`src/sv/pwmap_pkg.sv`:
```
// ----------------------------------------------------------------------------
// PWM audio playout package
// Sizes, register codes and the volume attenuation shared by the design.
// ----------------------------------------------------------------------------
package pwmap_pkg;

   localparam int FIFO_DEPTH    = 512;
   localparam int REFILL_MARGIN = 32;
   localparam int ADDR_W        = $clog2(FIFO_DEPTH);
   localparam int COUNT_W       = $clog2(FIFO_DEPTH + 1);
   localparam int SAMPLE_W      = 8;
   localparam int TICK_W        = 16;
   localparam int VOLUME_W      = 4;
   localparam int CSR_DATA_W    = 16;
   localparam int CSR_INDEX_W   = 2;

   localparam logic [COUNT_W-1:0] FILL_FULL      = COUNT_W'(FIFO_DEPTH);
   localparam logic [COUNT_W-1:0] FILL_THRESHOLD = COUNT_W'(FIFO_DEPTH - REFILL_MARGIN);
   localparam logic [ADDR_W-1:0]  ADDR_LAST      = ADDR_W'(FIFO_DEPTH - 1);

   localparam logic [SAMPLE_W-1:0] LEVEL_IDLE     = 8'd127;
   localparam logic [TICK_W-1:0]   TICK_PERIOD_RST = 16'd1999;
   localparam logic [VOLUME_W-1:0] VOLUME_MAX     = 4'd8;

   // input item codes
   localparam logic FUNC_WRITE = 1'b0;
   localparam logic FUNC_TICK  = 1'b1;

   // register indexes
   localparam logic [CSR_INDEX_W-1:0] CSR_TICK_PERIOD = 2'd0;
   localparam logic [CSR_INDEX_W-1:0] CSR_VOLUME      = 2'd1;
   localparam logic [CSR_INDEX_W-1:0] CSR_RUN_MODE    = 2'd2;

   typedef enum logic [1:0] {
      RUN_STOP       = 2'd0,
      RUN_PLAY       = 2'd1,
      RUN_PAUSE_HOLD = 2'd2,
      RUN_PAUSE_MUTE = 2'd3
   } run_mode_type;

   // Move a sample toward midpoint 128 by an arithmetic shift of (8-volume)/2.
   function automatic logic [SAMPLE_W-1:0] attenuate(input logic [SAMPLE_W-1:0] sample,
                                                     input logic [VOLUME_W-1:0] volume);
      logic [VOLUME_W-1:0]        vol;
      logic [2:0]                 shift;
      logic signed [SAMPLE_W-1:0] centered;
      logic signed [SAMPLE_W-1:0] shifted;
      vol      = (volume > VOLUME_MAX) ? VOLUME_MAX : volume;
      shift    = 3'((VOLUME_MAX - vol) >> 1);
      centered = $signed({~sample[SAMPLE_W-1], sample[SAMPLE_W-2:0]});
      shifted  = centered >>> shift;
      return {~shifted[SAMPLE_W-1], shifted[SAMPLE_W-2:0]};
   endfunction

endpackage

```
`src/sv/pwmap_ram.sv`:
```
// ----------------------------------------------------------------------------
// Generic simple dual-port RAM
// One write port, one read port with registered read data.
// ----------------------------------------------------------------------------
module pwmap_ram #(
   parameter int WIDTH = 8,
   parameter int DEPTH = 512
) (
   input  logic                     clock,
   input  logic                     write_en,
   input  logic [$clog2(DEPTH)-1:0] write_addr,
   input  logic [WIDTH-1:0]         write_data,
   input  logic                     read_en,
   input  logic [$clog2(DEPTH)-1:0] read_addr,
   output logic [WIDTH-1:0]         read_data
);

   logic [WIDTH-1:0] store_ff [DEPTH];
   logic [WIDTH-1:0] read_data_ff;

   always_ff @(posedge clock) begin
      if (write_en) begin
         store_ff[write_addr] <= write_data;
      end
      // hold the last read when no read is issued
      if (read_en) begin
         read_data_ff <= store_ff[read_addr];
      end
   end

   assign read_data = read_data_ff;

endmodule

```
`src/sv/pwm_audio_sample_playout.sv`:
```
// ----------------------------------------------------------------------------
// PWM audio sample playout engine
// Ring FIFO of 8-bit PCM bytes drained by a sample-rate timer into a PWM level.
// ----------------------------------------------------------------------------
// Usage:
//   req_* carries one item per transfer: req_func selects a sample write
//   (req_sample_byte goes into the FIFO) or one timer clock tick.
//   rsp_* returns exactly one result per item, in order: the PWM level held
//   after the item, the slot and underrun flags, whether a write was stored,
//   the FIFO fill level and the refill request.
//   csr_* writes tick_period, volume and run_mode; write only while idle.
// Pipeline: the transfer edge issues the sample store read and loads the
//   read stage; the read stage then loads the output register, which drives
//   rsp_valid, once that register is free.
// Throughput: one item per cycle while req_stall is low; the store read is
//   issued on the same edge that advances the pointers, and a pop only
//   reads an entry written at an earlier edge: no interlock is needed.
// Reset: FIFO empty, timer zero, level 127, tick_period 1999, volume 8,
//   stopped. The store contents are left as they are.
// Stall: a stalled result holds in the output register; the item behind it
//   waits in the read stage and req_stall rises until the result moves.
// ----------------------------------------------------------------------------
module pwm_audio_sample_playout (
   input  logic                                clock,
   input  logic                                reset,
   // input items
   input  logic                                req_valid,
   output logic                                req_stall,
   input  logic                                req_func,
   input  logic [pwmap_pkg::SAMPLE_W-1:0]      req_sample_byte,
   // results
   output logic                                rsp_valid,
   input  logic                                rsp_stall,
   output logic [pwmap_pkg::SAMPLE_W-1:0]      rsp_pwm_level,
   output logic                                rsp_sample_event,
   output logic                                rsp_underrun,
   output logic                                rsp_write_accepted,
   output logic [pwmap_pkg::COUNT_W-1:0]       rsp_fifo_level,
   output logic                                rsp_want_fill,
   // configuration
   input  logic                                csr_we,
   input  logic [pwmap_pkg::CSR_INDEX_W-1:0]   csr_index,
   input  logic [pwmap_pkg::CSR_DATA_W-1:0]    csr_wdata
);

   // configuration registers
   logic [pwmap_pkg::TICK_W-1:0]   tick_period_ff;
   logic [pwmap_pkg::VOLUME_W-1:0] volume_ff;
   pwmap_pkg::run_mode_type        run_mode_ff;

   // FIFO and timer state
   logic [pwmap_pkg::ADDR_W-1:0]   read_ptr_ff,  read_ptr_in;
   logic [pwmap_pkg::ADDR_W-1:0]   write_ptr_ff, write_ptr_in;
   logic [pwmap_pkg::COUNT_W-1:0]  fill_ff,      fill_in;
   logic [pwmap_pkg::TICK_W-1:0]   tick_ff,      tick_in;
   logic [pwmap_pkg::SAMPLE_W-1:0] held_ff,      held_in;

   // read stage
   logic                           s1_valid_ff;
   logic                           s1_event_ff;
   logic                           s1_pop_ff;
   logic                           s1_accepted_ff;
   logic [pwmap_pkg::COUNT_W-1:0]  s1_fill_ff;
   logic                           s1_want_ff;

   // output register
   logic                           out_valid_ff;
   logic [pwmap_pkg::SAMPLE_W-1:0] out_level_ff;
   logic                           out_event_ff;
   logic                           out_underrun_ff;
   logic                           out_accepted_ff;
   logic [pwmap_pkg::COUNT_W-1:0]  out_fill_ff;
   logic                           out_want_ff;

   logic                           accept;
   logic                           is_write;
   logic                           do_write;
   logic                           do_slot;
   logic                           do_pop;
   logic                           out_free;
   logic                           s1_move;
   logic                           muted;
   logic [pwmap_pkg::SAMPLE_W-1:0] ram_rdata;
   logic [pwmap_pkg::SAMPLE_W-1:0] slot_byte;

   // --------------------------------------------------------------------
   // Handshake: the read stage moves when the output register is free;
   // take a new item whenever the read stage is empty or moving.
   // --------------------------------------------------------------------
   assign out_free  = !out_valid_ff || !rsp_stall;
   assign s1_move   = s1_valid_ff && out_free;
   assign req_stall = s1_valid_ff && !out_free;
   assign accept    = req_valid && !req_stall;

   // --------------------------------------------------------------------
   // Front stage: decide the item's effect and advance pointers at once,
   // so the next item sees up-to-date counts.
   // --------------------------------------------------------------------
   assign is_write = (req_func == pwmap_pkg::FUNC_WRITE);
   assign do_write = accept && is_write && (fill_ff != pwmap_pkg::FILL_FULL);
   assign do_slot  = accept && !is_write && (run_mode_ff == pwmap_pkg::RUN_PLAY)
                     && (tick_ff >= tick_period_ff);
   assign do_pop   = do_slot && (fill_ff != '0);

   always_comb begin
      write_ptr_in = write_ptr_ff;
      read_ptr_in  = read_ptr_ff;
      fill_in      = fill_ff;
      tick_in      = tick_ff;

      if (do_write) begin
         write_ptr_in = (write_ptr_ff == pwmap_pkg::ADDR_LAST) ? '0
                        : write_ptr_ff + pwmap_pkg::ADDR_W'(1);
         fill_in      = fill_ff + pwmap_pkg::COUNT_W'(1);
      end

      if (do_pop) begin
         read_ptr_in = (read_ptr_ff == pwmap_pkg::ADDR_LAST) ? '0
                       : read_ptr_ff + pwmap_pkg::ADDR_W'(1);
         fill_in     = fill_ff - pwmap_pkg::COUNT_W'(1);
      end

      // timer: clear when stopped, freeze when paused, wrap at the period
      if (accept && !is_write) begin
         case (run_mode_ff)
            pwmap_pkg::RUN_STOP: begin
               tick_in = '0;
            end
            pwmap_pkg::RUN_PLAY: begin
               tick_in = do_slot ? '0 : tick_ff + pwmap_pkg::TICK_W'(1);
            end
            default: begin
               tick_in = tick_ff;
            end
         endcase
      end
   end

   // Sample store: write at the tail on a stored byte, read the head on a pop.
   // A pop only reads an entry written by an earlier transfer.
   pwmap_ram #(
      .WIDTH (pwmap_pkg::SAMPLE_W),
      .DEPTH (pwmap_pkg::FIFO_DEPTH)
   ) u_store (
      .clock      (clock),
      .write_en   (do_write),
      .write_addr (write_ptr_ff),
      .write_data (req_sample_byte),
      .read_en    (do_pop),
      .read_addr  (read_ptr_ff),
      .read_data  (ram_rdata)
   );

   // --------------------------------------------------------------------
   // Read stage: the popped byte arrives; form the new held level.
   // Stopped and muted modes force the idle level.
   // --------------------------------------------------------------------
   assign muted     = run_mode_ff inside {pwmap_pkg::RUN_STOP, pwmap_pkg::RUN_PAUSE_MUTE};
   assign slot_byte = s1_pop_ff ? ram_rdata : pwmap_pkg::LEVEL_IDLE;

   always_comb begin
      held_in = held_ff;
      if (muted) begin
         held_in = pwmap_pkg::LEVEL_IDLE;
      end else if (s1_event_ff) begin
         held_in = pwmap_pkg::attenuate(slot_byte, volume_ff);
      end
   end

   // configuration writes
   always_ff @(posedge clock) begin
      if (reset) begin
         tick_period_ff <= pwmap_pkg::TICK_PERIOD_RST;
         volume_ff      <= pwmap_pkg::VOLUME_MAX;
         run_mode_ff    <= pwmap_pkg::RUN_STOP;
      end else if (csr_we) begin
         case (csr_index)
            pwmap_pkg::CSR_TICK_PERIOD: begin
               tick_period_ff <= csr_wdata[pwmap_pkg::TICK_W-1:0];
            end
            pwmap_pkg::CSR_VOLUME: begin
               volume_ff <= csr_wdata[pwmap_pkg::VOLUME_W-1:0];
            end
            pwmap_pkg::CSR_RUN_MODE: begin
               run_mode_ff <= pwmap_pkg::run_mode_type'(csr_wdata[1:0]);
            end
            default: begin
               // drop writes to unused indexes
            end
         endcase
      end
   end

   // FIFO, timer and level state
   always_ff @(posedge clock) begin
      if (reset) begin
         read_ptr_ff  <= '0;
         write_ptr_ff <= '0;
         fill_ff      <= '0;
         tick_ff      <= '0;
         held_ff      <= pwmap_pkg::LEVEL_IDLE;
      end else begin
         read_ptr_ff  <= read_ptr_in;
         write_ptr_ff <= write_ptr_in;
         fill_ff      <= fill_in;
         tick_ff      <= tick_in;
         if (s1_move) begin
            held_ff <= held_in;
         end
      end
   end

   // read stage control
   always_ff @(posedge clock) begin
      if (reset) begin
         s1_valid_ff <= 1'b0;
      end else if (accept) begin
         s1_valid_ff <= 1'b1;
      end else if (s1_move) begin
         s1_valid_ff <= 1'b0;
      end
   end

   // read stage payload
   always_ff @(posedge clock) begin
      if (accept) begin
         s1_event_ff    <= do_slot;
         s1_pop_ff      <= do_pop;
         s1_accepted_ff <= do_write;
         s1_fill_ff     <= fill_in;
         s1_want_ff     <= (fill_in < pwmap_pkg::FILL_THRESHOLD);
      end
   end

   // output register control
   always_ff @(posedge clock) begin
      if (reset) begin
         out_valid_ff <= 1'b0;
      end else if (s1_move) begin
         out_valid_ff <= 1'b1;
      end else if (!rsp_stall) begin
         out_valid_ff <= 1'b0;
      end
   end

   // output register payload
   always_ff @(posedge clock) begin
      if (s1_move) begin
         out_level_ff    <= held_in;
         out_event_ff    <= s1_event_ff;
         out_underrun_ff <= s1_event_ff && !s1_pop_ff;
         out_accepted_ff <= s1_accepted_ff;
         out_fill_ff     <= s1_fill_ff;
         out_want_ff     <= s1_want_ff;
      end
   end

   assign rsp_valid          = out_valid_ff;
   assign rsp_pwm_level      = out_level_ff;
   assign rsp_sample_event   = out_event_ff;
   assign rsp_underrun       = out_underrun_ff;
   assign rsp_write_accepted = out_accepted_ff;
   assign rsp_fifo_level     = out_fill_ff;
   assign rsp_want_fill      = out_want_ff;

endmodule

```
`config.mk`:
```
export PLATFORM = sky130hd
export DESIGN_NAME = pwm_audio_sample_playout
export DESIGN_NICKNAME = d
export VERILOG_FILES = /design/src/sv/pwmap_pkg.sv /design/src/sv/pwmap_ram.sv /design/src/sv/pwm_audio_sample_playout.sv
export SDC_FILE = /design/constraint.sdc
export NUM_CORES = 2
export LEC_CHECK = 0
export BUFFER_PORTS_ARGS = -buffer_cell sky130_fd_sc_hd__buf_2
export CORE_MARGIN = 1
export CORE_UTILIZATION = 40
export DETAILED_ROUTE_END_ITERATION = 10
export GPL_ROUTABILITY_DRIVEN = 0
export SLEW_MARGIN = 25
export SYNTH_ARGS = -nofsm -noshare
export SYNTH_HDL_FRONTEND = slang
export SYNTH_SLANG_ARGS = --single-unit
```
`constraint.sdc`:
```
create_clock -name clock -period 2.59 [get_ports clock]
set_input_delay 0 -clock clock [delete_from_list [all_inputs] [get_ports clock]]
set_output_delay 0 -clock clock [all_outputs]
set_load 0.02 [all_outputs]
```
After elaboration in Yosys (flattened, before gate mapping). Memory sizes are Yosys's and may differ from the RTL's. A register that Yosys moved wholly into a read port is not among the register bits. Cells that the tools add are included.

Memory bits (read-only): 0. Latch bits: 0. Memories kept: 1. Flip-flop bits (word level): 112. Bits in writable memories: 4096. Word-level logic and storage cells: 85. Output and inout port bits: 24. Input bits: 32.

Divide/modulo/power cells: 0. Equality and inequality tests: 8. Reduce and logical (&&, ||, !) cells: 26. Shift-type cells: 1. Add/subtract/negate cells: 6. Magnitude comparators: 3. Muxes and demuxes: 16. $mul: 0. Bitwise operators: 3.

Memory list: u_store.store_ff (words 512, width 8, read ports 1, clocked after memory_dff 1, wr ports 1, RTL line pwmap_ram.sv:18) `logic [WIDTH-1:0] store_ff [DEPTH];`.

Operators by type and width (number): $pmux 16 s2 (1); $mux 8 (3); $mux 10 (2); $add 9x1->9 const B (2); $eq 9x9->1 const B (2); $mux 9 (2); $add 16x1->16 const B (1); $ge 16x16->1 (1); $mux 16 (1); $add 10x1->10 const B (1); $logic_and 1x1->1 (10); $lt 10x9->1 const B (1); $ne 10x10->1 const B (1); $reduce_bool 10->1 (1); $sub 10x1->10 const B (1); $reduce_and 2->1 (4); $sshr 8x3->8 (1); $mux 1 (6); $reduce_bool 2->1 (3); $logic_not 1->1 (5); $eq 2x1->1 const B (2); $eq 2x2->1 const B (2); $gt 4x4->1 const B (1); $logic_not 2->1 (2); 5 further kinds (7).

Depth between registers and ports, before layout.
Depth after elaboration: 12. Gate-level depth with buffers: 14. Mapped depth without buffers: 11.

By module. From an unflattened synthesis, not the netlist that was laid out.

Cells, all modules: 8590. Area total of the unflattened synthesis: 165442.4 um^2.

Modules (own cells, without submodules): pwmap_ram (cells each 8030, seq. area each 123238.2 um^2, times used 1, area each 160007.2 um^2); pwm_audio_sample_playout (cells each 560, seq. area each 2602.5 um^2, times used 1, area each 5435.2 um^2).

Least setup slack after synthesis. OpenSTA, ideal clock, no wires.

Path type: register to register. Start: reg fill_ff[0] (netlist name). End: mem u_store.store_ff[128][0], enable pin. Library setup time: 370 ps. Period minus slack after synthesis: 2824 ps. Path slack: -234 ps. Arrival time: 2454 ps. Buffers on the path: 3. Stages on the path, launching flop included: 11. Data required time: 2220 ps. Cell sequence: dfxtp_1 inv_1 ha_1 nand2b_1 nor4_2 a311oi_1 buf_2 buf_1 nand3_1 buf_2 nor2_1.

Longest elaborated chain between the ends: 4.

Ends and longest elaborated chain: start, declared (RTL line pwm_audio_sample_playout.sv:54) `logic [pwmap_pkg::COUNT_W-1:0] fill_ff, fill_in;`; start signal, assigned (RTL line pwm_audio_sample_playout.sv:205) `fill_ff <= fill_in;`; $ne 10x10->1 (RTL line pwm_audio_sample_playout.sv:100) `assign do_write = accept && is_write && (fill_ff != pwmap_pkg::FILL_FULL);`; $logic_and 1x1->1 (RTL line pwm_audio_sample_playout.sv:100); $mux 1 (RTL line pwmap_ram.sv:22) `if (write_en) begin`; $mux 1 (implied by the code) (RTL line pwmap_ram.sv:23) `store_ff[write_addr] <= write_data;`; end, declared (RTL line pwmap_ram.sv:18).

No other way between the ends.

==> summary.md <==
| Metric | Value |
|---|---|
| H-Tree Depth | `5` |
| Final min period | `3.367 ns` |
| Critical Path Most Common Cell | `buf_12` |
| Final setup vio count | `3307` |
| Area share of the largest cell type after synthesis | `0.7546` |
| CP startpoint | `read_ptr_ff[1]` |
| Max VDD drop | `~0.00067 V` |
| Total negative slack | `-335.23 ns` |
| #FFs+latches synth | `4216` |
| Synth top area cells | `edfxtp_1, mux4_2, mux2i_1` |
| Antenna violations before repair | `33` |
| Slew Limit Fails | `0` |
| Flop2flop setup slack | `-0.78 ns` |
| Least-Margin Pin Slew | `around 1.1 ns` |
| Fin crit share | `1.300` |
| Worst hold margin | `0.1092 ns` |
| CP max FO | `15` |
| Area growth syn-to-layout | `25.37%` |
| Via count | `about 92000` |
| Worst reg2reg path startpoint | `read_ptr_ff[1]` |
| Distinct cells, synth | `79` |
| Status | `finished with violations` |
| Clk Latency, worst-skew pair | `between 1 and 1.5 ns` |
| Largest net degree at the start of global routing | `roughly 140` |
| Slew headroom | `0.2721` |
| WL final | `slightly above 500 mm` |
| Final Skew | `0.1005 ns` |
| Clock Tree Buf Depth | `4` |
| Syn nets | `8073` |
| Power Density | `about 680 nW/µm²` |
| Avg Cell Area, Syn | `between 20 and 25 µm²` |
| Die area | `414400 µm²` |
| Vias in the first global route | `just over 90000` |
| Port Buffers | `55` |
| Overall routing resource usage | `0.2379` |
| Worst Hold Class | `in -> reg` |
| EDFF count, synth | `4140` |
| DP HPWL | `roughly 330 mm` |
| Ys flop type | `edfxtp_1` |
| Chip Height | `approximately 640 µm` |
| Fmax | `roughly 0.30 GHz` |
| Fill cell count | `between 30000 and 40000` |
| Final worst setup slack | `-0.7767 ns` |
| Async set-reset flop share out of synthesis | `0` |
| Clock-pin slew on the worst setup and hold paths | `about 0.07 ns` |
| Slowest-stage cell, CP | `nor2b_4` |
| Placed standard-cell area | `186400 µm²` |
| CTS tree | `built` |
| Startpoint Class | `flip-flop` |
| Worst R2R End | `u_store.read_data[2]` |
| Critical Path Sink Type | `flip-flop` |
| Boundary Pins | `56` |
| DR pass1 iterations | `6` |
| Routed WL per cell | `31.73 µm` |
| Synth area leader | `edfxtp_1` |
| Drt drc | `0` |
| CP arrival | `slightly above 4 ns` |
| Fin. Hold Viols | `0` |
| Clk root buf | `clkbuf_16` |
| MaxCap Viol Count | `0` |
| Initial Util | `0.4019` |
| Global-route wire length before repair | `around 700 mm` |
| Lkg Pwr | `around 66 nW` |
| Post-synthesis cell count | `8012` |
| Setup Crit Path Kind | `reg -> reg` |
| Critical path's top delay family | `compound AO/OA/AOI/OAI gates` |
| Setup crit end | `u_store.read_data[2]` |
| Layout cells sized above 1 | `0.3863` |
| Number of DRC markers in iteration 0 | `roughly 12000` |
| Die W | `between 600 and 700 µm` |
| Sequential fraction of the synthesis area | `0.7639` |
| CTS Sinks | `between 4000 and 5000` |
| Crit-path max cell delay | `~0.52 ns` |
| R2R depth | `11` |
| Global route total overflow | `0` |
| Number of buffers created by CTS | `between 400 and 500` |
| Rows | `around 240` |
| Violated checks | `negative setup slack` |
| Yosys warns | `0` |
| Post-layout instance area | `206500 µm²` |
| Crit path buf inv count | `3` |
| Vias per inst | `5.784` |
| Fin nets | `between 10000 and 15000` |
| Required time worst endpoint | `3.31 ns` |
| Critical path cell sequence | `buf_12 > nor2b_4 > buf_12 > a221oi_1 > a22oi_1 > o21ai_0 > a21oi_1 > o311ai_1 > nor3_4 > buf_4 > a22oi_2` |
| Core area | `409900 µm²` |
| RSZ-0062 raised after global routing | `yes` |
| Antenna viol nets, final | `0` |
| Mapped cell area | `164700 µm²` |
| Crit path depth | `11` |
## tightest hold or removal path: stages
cell           delay [ns]
dlygate4sd3_1        0.52
buf_2                0.13
nand3b_1             0.25
a211o_1              0.16
## power breakdown
| group | internal (mW) | switching (mW) | total [mW] |
|---|---|---|---|
| clock | 36.0 | 26.5 | 62.5 |
| sequential | 74.9 | 0.0274 | 74.9 |
| combinational | 0.473 | 1.56 | 2.04 |
| total | 111 | 28.1 | 139 |
## placed cells by master (no fill, tap or decap), types with 33 or more instances in the layout
cell | Yosys | routed
nand2_1 | 206 | 204
nor2_4 | 1 | 78
o21ai_0 | 73 | 55
buf_2 | 187 | 50
a22oi_1 | 131 | 114
bufinv_16 | 0 | 53
buf_6 | 43 | 140
buf_8 | 27 | 36
mux4_2 | 895 | 898
o22ai_1 | 101 | 94
edfxtp_1 | 4140 | 4140
clkbuf_16 | 0 | 435
mux2i_1 | 297 | 288
mux2_2 | 34 | 34
clkinv_2 | 0 | 77
clkinv_1 | 2 | 95
clkbuf_1 | 148 | 79
nand3_1 | 73 | 51
nor2_1 | 636 | 423
a22o_1 | 35 | 35
nor3_1 | 40 | 33
buf_12 | 13 | 314
a21oi_1 | 174 | 148
buf_16 | 0 | 35
dlygate4sd3_1 | 0 | 86
dfxtp_1 | 76 | 64
a221oi_1 | 68 | 50
inv_1 | 37 | 33
nor2_2 | 0 | 136
buf_4 | 64 | 1458
## worst min path at each step
stage / startpoint / to / cells after the start
after global placement: csr_wdata[6] / tick_period_ff[6] / 2
after detailed placement: csr_wdata[7] / tick_period_ff[7] / 2
after CTS: csr_we / volume_ff[3] / 4
after floorplan: req_sample_byte[0] / u_store.store_ff[0][0] / 0
final: csr_index[1] / volume_ff[3] / 4
after global routing: req_sample_byte[2] / u_store.store_ff[239][2] / 2
## cell type report
cell class	count	area (µm²)	share of cell area
Inverter	42	165.2	0.0007996
Multi-Input combinational cell	3255	37920	0.1836
Tap cell	5451	6820	0.03302
Clock inverter	271	2987	0.01446
Timing Repair Buffer	2126	21610	0.1046
Antenna cell	10	25.02	0.0001212
Clock buffer	515	11140	0.05393
Sequential cell	4216	125900	0.6094
## cells in the mapped netlist (43+ instances only)
master	instances
mux2i_1	297
nand3_1	73
buf_2	187
o21ai_0	73
a21oi_1	174
edfxtp_1	4140
buf_4	64
a221oi_1	68
dfxtp_1	76
a211oi_1	46
a22oi_1	131
nor2_1	636
buf_6	43
nand2_1	206
clkbuf_1	148
mux4_2	895
o22ai_1	101
## per-stage QoR
| stage | power [mW] | setup WS, ns | cells | utilization |
|---|---|---|---|---|
| floorplan | 76.62 | -0.1299 | 8012 | - |
| global placement | 78.11 | -1.872 | 14830 | 0.4547 |
| detailed placement | 78.23 | -1.473 | 14830 | 0.4548 |
| CTS | 140.1 | -0.7394 | 15850 | 0.4998 |
| global route | 142.6 | -0.7983 | 15880 | 0.5039 |
| finish | 139.4 | -0.7767 | 15890 | 0.5039 |
## sequential cells by signal (all words and copies together), names as in the netlist, 4 cells and up
| name | flops |
|---|---|
| u_store.store_ff | 4096 |
| tick_ff | 16 |
| tick_period_ff | 16 |
| fill_ff | 10 |
| rsp_fifo_level | 10 |
| s1_fill_ff | 10 |
| read_ptr_ff | 9 |
| write_ptr_ff | 9 |
| held_ff | 8 |
| rsp_pwm_level | 8 |
| u_store.read_data | 8 |
| volume_ff | 4 |
## cells by family (layout without fill, tap and decap cells)
group | count (synthesis) | after routing | synth area share
AND/OR/NAND/NOR | 1108 | 1108 | 0.02888
AO/OA/AOI/OAI | 832 | 833 | 0.03519
XOR/XNOR | 25 | 25 | 0.001329
adder cells (fa/ha/maj) | 29 | 29 | 0.002203
multiplexers | 1260 | 1260 | 0.1481
flip-flops | 4216 | 4216 | 0.7639
other | 0 | 10 | 0
buffers and inverters | 542 | 2954 | 0.02038
## timing repair
action                                  4_1_cts  5_1_grt
setup buffers                               140       37
gates resized for setup                     370      340
hold buffers                                 86        0
endpoints found under the setup margin     3900     3435
pin swaps                                    68       91
cloned                                       14        7
hold endpoints to repair                   4064        0
## routing by layer
layer / GRT usage / wire, µm / up-vias
met3: 0.05149 / 48330 / 888
met5: 0.0005782 / 125 / -
met1: 0.3176 / 193800 / 48770
li1: - / - / 37490
met4: 0.09027 / 22270 / 18
met2: 0.3833 / 239600 / 4723
Power figures use the tool's default switching activity.
